==> src/hdl/multicore_task_scheduler_macros.svh <==
// ----------------------------------------------------------------------------
// multicore task scheduler assertion macros
// concurrent assertion wrappers, removable with ASSERT_OFF
// ----------------------------------------------------------------------------
`ifndef MULTICORE_TASK_SCHEDULER_MACROS_SVH
`define MULTICORE_TASK_SCHEDULER_MACROS_SVH
`ifndef ASSERT_OFF
`define MTS_ASSERT(label, clk, rst_n, prop) \
	label: assert property (@(posedge clk) disable iff (!rst_n) prop) \
		else $error("scheduler assertion failed");
`define MTS_NEVER(label, clk, rst_n, cond) \
	label: assert property (@(posedge clk) disable iff (!rst_n) !(cond)) \
		else $error("scheduler forbidden condition");
`else
`define MTS_ASSERT(label, clk, rst_n, prop)
`define MTS_NEVER(label, clk, rst_n, cond)
`endif
`endif

==> src/hdl/mts_pkg.sv <==
// ----------------------------------------------------------------------------
// mts_pkg
// types, sizes and codes shared by the task scheduler modules
// ----------------------------------------------------------------------------
package mts_pkg;
	localparam int TASKS = 16;
	localparam int CORES = 4;
	localparam int IDX_W = (TASKS > 1) ? $clog2(TASKS) : 1;
	localparam int CNT_W = $clog2(TASKS + 1);
	localparam int CORE_W = (CORES > 1) ? $clog2(CORES) : 1;
	localparam int CFG_W = 5;
	localparam int CFG_IDX_W = 1;

	localparam logic [CFG_IDX_W-1:0] CFG_MODE = 1'b0;
	localparam logic [CFG_IDX_W-1:0] CFG_NUM_CORES = 1'b1;

	localparam logic PSA = 1'b0;
	localparam logic HRRF = 1'b1;

	localparam logic OP_ADD = 1'b0;
	localparam logic OP_TICK = 1'b1;

	localparam logic [1:0] EV_FINISH = 2'd0;
	localparam logic [1:0] EV_LOAD = 2'd1;
	localparam logic [1:0] EV_TICK_END = 2'd2;

	typedef struct packed {
		logic        op;
		logic [15:0] task_id;
		logic [15:0] priority_req;
		logic [15:0] arrive_time;
		logic [15:0] run_length;
	} in_item_t;

	typedef struct packed {
		logic [1:0]  kind;
		logic [3:0]  core;
		logic [15:0] event_task;
		logic [15:0] time_res;
		logic        all_done;
		logic        last;
	} out_item_t;

	typedef enum logic [2:0] {
		S_IDLE,
		S_FIN,
		S_RD,
		S_MUL,
		S_CMP,
		S_ASSIGN,
		S_END
	} state_t;

	typedef struct packed {
		logic tbl_add;
		logic rsel_fin;
		logic core_clr;
		logic core_inc;
		logic fin_emit;
		logic pick_init;
		logic idx_inc;
		logic cand_load;
		logic mul_en;
		logic cmp_en;
		logic assign_emit;
		logic end_emit;
	} cmd_t;

	typedef struct packed {
		logic op_tick;
		logic fin_hit;
		logic last_core;
		logic cand_ok;
		logic last_idx;
		logic best_valid;
		logic free_found;
		logic out_free;
	} sts_t;
endpackage

==> src/hdl/mts_ctrl.sv <==
// ----------------------------------------------------------------------------
// mts_ctrl
// sequencer for table adds and the tick: finish scan, selection passes, end of tick
// ----------------------------------------------------------------------------
module mts_ctrl import mts_pkg::*; (
	input  logic clk,
	input  logic arst_n,
	input  logic in_valid,
	output logic in_stall,
	input  sts_t sts,
	output cmd_t cmd
);
	state_t state_q, state_d;
	logic first_q, first_d;
	logic second_q, second_d;

	always_ff @(posedge clk or negedge arst_n) begin
		if (!arst_n) begin
			state_q <= S_IDLE;
			first_q <= 1'b1;
			second_q <= 1'b0;
		end else begin
			state_q <= state_d;
			first_q <= first_d;
			second_q <= second_d;
		end
	end

	always_comb begin
		state_d = state_q;
		first_d = first_q;
		second_d = second_q;
		cmd = '0;
		in_stall = (state_q != S_IDLE);
		unique case (state_q)
			S_IDLE: begin
				if (in_valid) begin
					if (sts.op_tick) begin
						if (first_q) begin
							first_d = 1'b0;
							second_d = 1'b0;
							cmd.pick_init = 1'b1;
							state_d = S_RD;
						end else begin
							cmd.core_clr = 1'b1;
							state_d = S_FIN;
						end
					end else begin
						cmd.tbl_add = 1'b1;
					end
				end
			end
			S_FIN: begin
				cmd.rsel_fin = 1'b1;
				if (!sts.fin_hit || sts.out_free) begin
					cmd.fin_emit = sts.fin_hit;
					cmd.core_inc = 1'b1;
					if (sts.last_core) begin
						second_d = 1'b1;
						cmd.pick_init = 1'b1;
						state_d = S_RD;
					end
				end
			end
			S_RD: begin
				if (sts.cand_ok) begin
					cmd.cand_load = 1'b1;
					state_d = S_MUL;
				end else if (sts.last_idx) begin
					state_d = S_ASSIGN;
				end else begin
					cmd.idx_inc = 1'b1;
				end
			end
			S_MUL: begin
				cmd.mul_en = 1'b1;
				state_d = S_CMP;
			end
			S_CMP: begin
				cmd.cmp_en = 1'b1;
				if (sts.last_idx) begin
					state_d = S_ASSIGN;
				end else begin
					cmd.idx_inc = 1'b1;
					state_d = S_RD;
				end
			end
			S_ASSIGN: begin
				if (!sts.best_valid || !sts.free_found) begin
					if (second_q) begin
						state_d = S_END;
					end else begin
						cmd.core_clr = 1'b1;
						state_d = S_FIN;
					end
				end else if (sts.out_free) begin
					cmd.assign_emit = 1'b1;
					cmd.pick_init = 1'b1;
					state_d = S_RD;
				end
			end
			S_END: begin
				if (sts.out_free) begin
					cmd.end_emit = 1'b1;
					state_d = S_IDLE;
				end
			end
			default: state_d = S_IDLE;
		endcase
	end
endmodule

==> src/hdl/mts_datapath.sv <==
// ----------------------------------------------------------------------------
// mts_datapath
// task table, core state, ratio cross products and the result register
// ----------------------------------------------------------------------------
`include "multicore_task_scheduler_macros.svh"
module mts_datapath import mts_pkg::*; (
	input  logic                 clk,
	input  logic                 arst_n,
	input  in_item_t             in_data,
	output out_item_t            out_data,
	output logic                 out_valid,
	input  logic                 out_stall,
	input  logic                 cfg_we,
	input  logic [CFG_IDX_W-1:0] cfg_index,
	input  logic [CFG_W-1:0]     cfg_data,
	input  cmd_t                 cmd,
	output sts_t                 sts
);
	logic             mode_q;
	logic [4:0]       ncores_q;
	logic [CNT_W-1:0] count_q;
	logic [15:0]      time_q;

	logic [15:0] prio_q [TASKS];
	logic [15:0] arr_q [TASKS];
	logic [15:0] len_q [TASKS];
	logic [15:0] id_q [TASKS];
	logic [15:0] beg_q [TASKS];
	logic [TASKS-1:0] begun_q;
	logic [TASKS-1:0] done_q;

	logic [CORES-1:0] busy_q;
	logic [IDX_W-1:0] ctask_q [CORES];
	logic [CORE_W-1:0] core_idx_q;
	logic [IDX_W-1:0] idx_q;

	logic             best_valid_q;
	logic [IDX_W-1:0] best_idx_q;
	logic [15:0]      best_prio_q, best_arr_q, best_len_q, best_id_q;
	logic [IDX_W-1:0] cand_idx_q;
	logic [15:0]      cand_prio_q, cand_arr_q, cand_len_q, cand_id_q;
	logic [32:0]      prod_c_q, prod_b_q;

	out_item_t out_q;
	logic      out_valid_q;

	logic [IDX_W-1:0] ra;
	logic [15:0]      rd_prio, rd_arr, rd_len, rd_id, rd_beg;
	logic [IDX_W-1:0] fin_task;
	logic [TASKS-1:0] done_next, cnt_mask;
	logic             all_done;
	logic [4:0]       lim;
	logic             free_found;
	logic [CORE_W-1:0] free_c;
	logic [16:0]      na_c, nb_b;
	logic             beats;
	logic             out_free;
	logic             emit;

	assign fin_task = ctask_q[core_idx_q];
	assign ra = cmd.rsel_fin ? fin_task : idx_q;
	assign rd_prio = prio_q[ra];
	assign rd_arr = arr_q[ra];
	assign rd_len = len_q[ra];
	assign rd_id = id_q[ra];
	assign rd_beg = beg_q[ra];

	always_comb begin
		for (int i = 0; i < TASKS; i++) begin
			cnt_mask[i] = (CNT_W'(i) < count_q);
		end
		done_next = done_q;
		if (cmd.fin_emit) begin
			done_next[fin_task] = 1'b1;
		end
		all_done = &(done_next | ~cnt_mask);
	end

	always_comb begin
		lim = (ncores_q > 5'(CORES)) ? 5'(CORES) : ncores_q;
		free_found = 1'b0;
		free_c = '0;
		for (int c = 0; c < CORES; c++) begin
			if (!free_found && !busy_q[c] && (5'(c) < lim)) begin
				free_found = 1'b1;
				free_c = CORE_W'(c);
			end
		end
	end

	assign na_c = 17'(time_q) - 17'(cand_arr_q) + 17'(cand_len_q);
	assign nb_b = 17'(time_q) - 17'(best_arr_q) + 17'(best_len_q);

	always_comb begin
		if (mode_q == HRRF) begin
			if (prod_c_q != prod_b_q) begin
				beats = prod_c_q > prod_b_q;
			end else begin
				beats = cand_id_q < best_id_q;
			end
		end else begin
			if (cand_prio_q != best_prio_q) begin
				beats = cand_prio_q < best_prio_q;
			end else begin
				beats = cand_id_q < best_id_q;
			end
		end
	end

	assign out_free = !out_valid_q || !out_stall;
	assign emit = cmd.fin_emit || cmd.assign_emit || cmd.end_emit;

	assign sts.op_tick = (in_data.op == OP_TICK);
	assign sts.fin_hit = busy_q[core_idx_q] && ((time_q - rd_beg) >= rd_len);
	assign sts.last_core = (core_idx_q == CORE_W'(CORES - 1));
	assign sts.cand_ok = cnt_mask[idx_q] && !begun_q[idx_q] && (rd_arr <= time_q);
	assign sts.last_idx = (idx_q == IDX_W'(TASKS - 1));
	assign sts.best_valid = best_valid_q;
	assign sts.free_found = free_found;
	assign sts.out_free = out_free;

	assign out_data = out_q;
	assign out_valid = out_valid_q;

	// control state
	always_ff @(posedge clk or negedge arst_n) begin
		if (!arst_n) begin
			mode_q <= PSA;
			ncores_q <= 5'd4;
			count_q <= '0;
			time_q <= '0;
			begun_q <= '0;
			done_q <= '0;
			busy_q <= '0;
			core_idx_q <= '0;
			idx_q <= '0;
			best_valid_q <= 1'b0;
			out_valid_q <= 1'b0;
		end else begin
			if (cfg_we) begin
				unique case (cfg_index)
					CFG_MODE: mode_q <= cfg_data[0];
					CFG_NUM_CORES: ncores_q <= cfg_data;
					default: ;
				endcase
			end
			if (cmd.tbl_add && (count_q < CNT_W'(TASKS))) begin
				begun_q[count_q[IDX_W-1:0]] <= 1'b0;
				done_q[count_q[IDX_W-1:0]] <= 1'b0;
				count_q <= count_q + 1'b1;
			end
			if (cmd.core_clr) begin
				core_idx_q <= '0;
			end else if (cmd.core_inc) begin
				core_idx_q <= core_idx_q + 1'b1;
			end
			if (cmd.fin_emit) begin
				done_q <= done_next;
				busy_q[core_idx_q] <= 1'b0;
			end
			if (cmd.pick_init) begin
				idx_q <= '0;
				best_valid_q <= 1'b0;
			end else if (cmd.idx_inc) begin
				idx_q <= idx_q + 1'b1;
			end
			if (cmd.cmp_en && (!best_valid_q || beats)) begin
				best_valid_q <= 1'b1;
			end
			if (cmd.assign_emit) begin
				busy_q[free_c] <= 1'b1;
				begun_q[best_idx_q] <= 1'b1;
			end
			if (cmd.end_emit && (time_q != 16'hFFFF)) begin
				time_q <= time_q + 16'd1;
			end
			if (emit) begin
				out_valid_q <= 1'b1;
			end else if (!out_stall) begin
				out_valid_q <= 1'b0;
			end
		end
	end

	// payload
	always_ff @(posedge clk) begin
		if (cmd.tbl_add && (count_q < CNT_W'(TASKS))) begin
			id_q[count_q[IDX_W-1:0]] <= in_data.task_id;
			prio_q[count_q[IDX_W-1:0]] <= in_data.priority_req;
			arr_q[count_q[IDX_W-1:0]] <= in_data.arrive_time;
			len_q[count_q[IDX_W-1:0]] <= in_data.run_length;
		end
		if (cmd.cand_load) begin
			cand_idx_q <= idx_q;
			cand_prio_q <= rd_prio;
			cand_arr_q <= rd_arr;
			cand_len_q <= rd_len;
			cand_id_q <= rd_id;
		end
		if (cmd.mul_en) begin
			prod_c_q <= 33'(na_c) * 33'(best_len_q);
			prod_b_q <= 33'(nb_b) * 33'(cand_len_q);
		end
		if (cmd.cmp_en && (!best_valid_q || beats)) begin
			best_idx_q <= cand_idx_q;
			best_prio_q <= cand_prio_q;
			best_arr_q <= cand_arr_q;
			best_len_q <= cand_len_q;
			best_id_q <= cand_id_q;
		end
		if (cmd.assign_emit) begin
			ctask_q[free_c] <= best_idx_q;
			beg_q[best_idx_q] <= time_q;
		end
		if (cmd.fin_emit) begin
			out_q <= '{kind: EV_FINISH, core: 4'(core_idx_q), event_task: rd_id,
				time_res: time_q, all_done: all_done, last: 1'b0};
		end else if (cmd.assign_emit) begin
			out_q <= '{kind: EV_LOAD, core: 4'(free_c), event_task: best_id_q,
				time_res: time_q, all_done: all_done, last: 1'b0};
		end else if (cmd.end_emit) begin
			out_q <= '{kind: EV_TICK_END, core: 4'd0, event_task: 16'd0,
				time_res: time_q, all_done: all_done, last: 1'b1};
		end
	end

	`MTS_NEVER(a_count_range, clk, arst_n, count_q > CNT_W'(TASKS))
	`MTS_ASSERT(a_emit_free, clk, arst_n, emit |-> out_free)
	`MTS_ASSERT(a_one_emit, clk, arst_n, $onehot0({cmd.fin_emit, cmd.assign_emit, cmd.end_emit}))
	`MTS_ASSERT(a_assign_marks, clk, arst_n, cmd.assign_emit |=> begun_q[$past(best_idx_q)])
endmodule

==> src/hdl/multicore_task_scheduler.sv <==
// ----------------------------------------------------------------------------
// multicore_task_scheduler
// non-preemptive priority / response-ratio scheduler over a task table
// ----------------------------------------------------------------------------
// usage:
//  in channel (in_valid, in_stall, in_data) takes add and tick items;
//  out channel (out_valid, out_stall, out_data) delivers finish, load and
//  end-of-tick results, the end-of-tick one marked with last.
//  an add is taken and gives no result.
//  a tick has an accept step, a finish scan over the cores, an end step and,
//  for each selection pass, a read of every table entry, the cross-product
//  multiply and its compare for each eligible task, and an assign step; a
//  round has up to CORES + 1 passes, and the first tick runs two rounds.
//  in_stall is high while a tick is in work; a result waits in the output
//  register, and a stalled receiver holds the sequencer only when the next
//  result is ready to go, adding its stall cycles to the tick.
//  reset empties the table, frees all cores, clears the clock, sets mode
//  to priority and four cores in use.
//  cfg writes (mode, num_cores) must be made only while idle; the block does not enforce this.
// ----------------------------------------------------------------------------
module multicore_task_scheduler import mts_pkg::*; (
	input  logic                 clk,
	input  logic                 arst_n,
	input  logic                 in_valid,
	output logic                 in_stall,
	input  in_item_t             in_data,
	output logic                 out_valid,
	input  logic                 out_stall,
	output out_item_t            out_data,
	input  logic                 cfg_we,
	input  logic [CFG_IDX_W-1:0] cfg_index,
	input  logic [CFG_W-1:0]     cfg_data
);
	cmd_t cmd;
	sts_t sts;

	mts_ctrl u_ctrl (
		.clk      (clk),
		.arst_n   (arst_n),
		.in_valid (in_valid),
		.in_stall (in_stall),
		.sts      (sts),
		.cmd      (cmd)
	);

	mts_datapath u_dp (
		.clk       (clk),
		.arst_n    (arst_n),
		.in_data   (in_data),
		.out_data  (out_data),
		.out_valid (out_valid),
		.out_stall (out_stall),
		.cfg_we    (cfg_we),
		.cfg_index (cfg_index),
		.cfg_data  (cfg_data),
		.cmd       (cmd),
		.sts       (sts)
	);
endmodule
==> config.mk <==
export PLATFORM = sky130hd
export DESIGN_NAME = multicore_task_scheduler
export DESIGN_NICKNAME = d
export VERILOG_FILES = /design/src/hdl/mts_pkg.sv /design/src/hdl/mts_ctrl.sv /design/src/hdl/mts_datapath.sv /design/src/hdl/multicore_task_scheduler.sv
export VERILOG_INCLUDE_DIRS = /design/src /design/src/hdl
export SDC_FILE = /design/constraint.sdc
export NUM_CORES = 2
export LEC_CHECK = 0
export BUFFER_PORTS_ARGS = -buffer_cell sky130_fd_sc_hd__buf_2
export CAP_MARGIN = 15
export CELL_PAD_IN_SITES_DETAIL_PLACEMENT = 1
export CELL_PAD_IN_SITES_GLOBAL_PLACEMENT = 1
export CORE_MARGIN = 4
export CORE_UTILIZATION = 30
export CTS_BUF_LIST = sky130_fd_sc_hd__clkbuf_4 sky130_fd_sc_hd__clkbuf_8
export CTS_CLUSTER_DIAMETER = 50
export DETAILED_ROUTE_END_ITERATION = 16
export PLACE_DENSITY = 0.58
export RECOVER_POWER = 100
export SETUP_SLACK_MARGIN = 0.02
export SYNTH_ARGS = -nofsm -noshare
export SYNTH_HDL_FRONTEND = slang
export SYNTH_SLANG_ARGS = --single-unit
==> constraint.sdc <==
create_clock -name clk -period 23.8 [get_ports clk]
set_clock_uncertainty 0.2 [all_clocks]
set_input_delay 2.38 -clock clk [delete_from_list [all_inputs] [get_ports clk]]
set_output_delay 2.38 -clock clk [all_outputs]
set_load 0.01 [all_outputs]
==> out/results.ini <==
[critical_path]
critPathKind=flip-flop to flip-flop
crit_path_start_kind=flip-flop
path_delay_family=buffers and inverters
worst_path_max_delay_cell=clkbuf_1
end_kind=flip-flop
critPathBufInv=6
arrival_ps=17100
crit_path_frequent_cell=clkbuf_1
required_ps=24380
cp_slowest_stage_delay_ps=2650
critPathMaxFanout=71

[timing]
rsz0062_at_grt=no
timing.final.crit_share_pct=69.39
finalCriticalPeriod_ps=16510
maxSlewViolCount=2239
setup_viol=0
hold_viol_final=0
finalSetupTns_ps=0
worst_pin_slew_ps=5573
slew_headroom_pct=-271.6
clock.fmax_mhz=60.55

[yosys]
yosysWarnings=0
seq_area_frac_synth_pct=54.48
yosysUniqueCellTypes=91
async_reset_ff_share_pct=4.718
synth_cells=7691
syn_area_per_cell_sq_um=11.45
synthFlopType=edfxtp_1
ys_ff_latch=1611
synth_edf_count=1533
syn_area_sq_um=88070

[clock_tree]
cts_tree=done
clkTransAtPathRegs_ps=60
ctsHtreeMaxLevel=5
cts.sinks=1611
numCtsBuffers=311
cts_resized=0
clk_path_buf_depth=4
holdBufCountCts=0
clock_latency_ps=1020
cts_root_buf=clkbuf_8
cts_setup_buffers=0

[cells_and_area]
drive_above_1_share_pct=7.753
layout.nets=8713
syn2layout_area_growth_pct=11.66

[route]
route.detailed.drc=0
antenna_left=0
wl_um=285300
first_iter_violations=3990
post_drt_wl_per_cell_um=23.88
dr_total_vias=60519
viasPerCell=5.066
drt_pass1_iterations=5

[floorplanning]
start_util_pct=30.20
dieHeight_um=549.8
die_area_sq_um=302300
coreArea_sq_um=291600
ios=118
num_rows=198
fp.dieW_um=549.8

[outcome]
status=finished with violations
violations=max-capacitance violations, max-slew violations

[global_route]
antenna_found_initial=34
grt_max_degree=130
track_usage_pct=18.59
grt_pass1_vias=64493
grt_pass1_wl_um=425900
overflow=0

[placement]
port_buffers=115
gp_congestion=0.8379
hpwl_um=178300

[min_path]
hp-class=flip-flop to flip-flop

[flow_run]
cap_violations=70

-- placed cells by master (no fill, tap or decap), types with 23 or more instances in the layout --
cell type / n
a211oi_1: 39
nand2_1: 1714
clkinv_1: 77
fa_1: 449
o21ai_0: 107
clkbuf_4: 91
a31oi_1: 142
o211ai_1: 47
inv_1: 676
nand2b_1: 39
a21o_1: 79
nor2b_1: 34
ha_1: 365
o21a_1: 23
and2_1: 183
edfxtp_1: 1533
nor4_1: 27
a21oi_1: 158
nor3_1: 43
clkbuf_1: 188
xnor2_1: 85
and3_1: 212
nand3_1: 420
a311oi_1: 245
buf_4: 82
dfrtp_1: 74
clkbuf_8: 321
nor2_1: 185
-- per-layer routing --
metal  global-route usage (%)  share of wire, %  vias to the layer above
met4                    5.692               3.2                       20
met1                    24.49                44                    31365
met3                    3.033               4.7                      514
li1                         -                 -                    27257
met5                        0             0.047                        -
met2                    31.35                48                     1363
-- through the flow --
stage	cells	util, %	area [sq um]	hold slack, ps	setup WS (ps)
after global routing	11939	33.72	98320	237.7	5952
after CTS	11935	33.92	98910	223.6	12500
final	11946	33.73	98340	220.6	7285
after detailed placement	11409	31.95	93160	207.4	12510
after global placement	11408	31.94	93150	201.1	12880
after floorplan	7692	-	88070	200.3	14690
-- worst reg2reg max path, delay by kind of cell, from the launching register on --
| family | cells | cell delay [ps] |
|---|---|---|
| simple gates | 7 | 1660 |
| compound gates | 14 | 3710 |
| fa+ha+maj | 2 | 570 |
| buf+inv | 6 | 9120 |
| flops | 1 | 580 |
| xor+xnor | 1 | 200 |
| mux | 1 | 350 |
-- registers in the layout, indices dropped and copies added (netlist names), 5 cells and up --
signal            cells
u_dp.arr_q          256
u_dp.beg_q          256
u_dp.id_q           256
u_dp.len_q          256
u_dp.prio_q         256
u_dp.out_data        37
u_dp.prod_b_q        33
u_dp.prod_c_q        33
u_dp.begun_q         16
u_dp.best_arr_q      16
u_dp.best_id_q       16
u_dp.best_len_q      16
u_dp.best_prio_q     16
u_dp.cand_arr_q      16
u_dp.cand_id_q       16
u_dp.cand_len_q      16
u_dp.cand_prio_q     16
u_dp.ctask_q         16
u_dp.done_q          16
u_dp.time_q          16
u_dp.count_q          5
u_dp.ncores_q         5
-- cell usage after synthesis (all sizes together) (21+ instances only) --
| cell type | count | area [sq um] |
|---|---|---|
| nand2 | 1714 | 6434 |
| edfxtp | 1533 | 46030 |
| inv | 678 | 2545 |
| fa | 449 | 8989 |
| nand3 | 420 | 2102 |
| ha | 365 | 4567 |
| clkbuf | 293 | 1100 |
| a311oi | 245 | 2146 |
| and3 | 212 | 1326 |
| nor2 | 204 | 768.2 |
| and2 | 189 | 1182 |
| buf | 168 | 860.8 |
| a21oi | 158 | 794.5 |
| a31oi | 142 | 888.4 |
| o21ai | 110 | 550.5 |
| xnor2 | 85 | 744.5 |
| a21o | 81 | 610.6 |
| dfrtp | 74 | 1852 |
| o211ai | 47 | 357.8 |
| nor3 | 46 | 262.8 |
| a211oi | 40 | 305.3 |
| nand2b | 39 | 244.0 |
| nor2b | 35 | 219.0 |
| mux2 | 28 | 319.1 |
| nor4 | 27 | 168.9 |
| o21a | 23 | 172.7 |
| xor2 | 21 | 183.9 |
-- final timing paths --
path	from	endpoint	slack, ps	cells past startpoint
worst max-delay path	u_ctrl.state_q[0]	u_dp.out_data[1]	7290	31
worst min-delay path	u_dp.cand_idx_q[0]	u_dp.best_idx_q[0]	220	0
worst max register to register	u_ctrl.state_q[0]	u_dp.out_data[1]	7290	31
worst min register to register	u_dp.cand_idx_q[0]	u_dp.best_idx_q[0]	220	0
max in group asynchronous	arst_n	u_dp.time_q[5]	17810	2
min in group asynchronous	arst_n	u_dp.core_idx_q[1]	1500	1
-- cell type report --
cell class                      instances  area [sq um]
Inverter                              679          2549
Fill cell                           31948        193200
Tap cell                             3900          4880
Sequential cell                      1611         47980
Timing Repair Buffer                  279          1396
Multi-Input combinational cell       4941         35760
Clock buffer                          412          5101
Antenna cell                           10         25.02
Clock inverter                        114         654.4
-- logic make-up after synthesis --
kind of cell,synth area share (%)
simple gates,15.15
flops,54.48
buf+inv,5.120
compound gates,8.097
fa+ha+maj,15.40
xor+xnor,1.054
mux,0.6919
other cells,0.004258
Power is left out: the tool's default activity adds up to more than one toggle a clock period on the data nets, which glitch-free logic cannot reach.
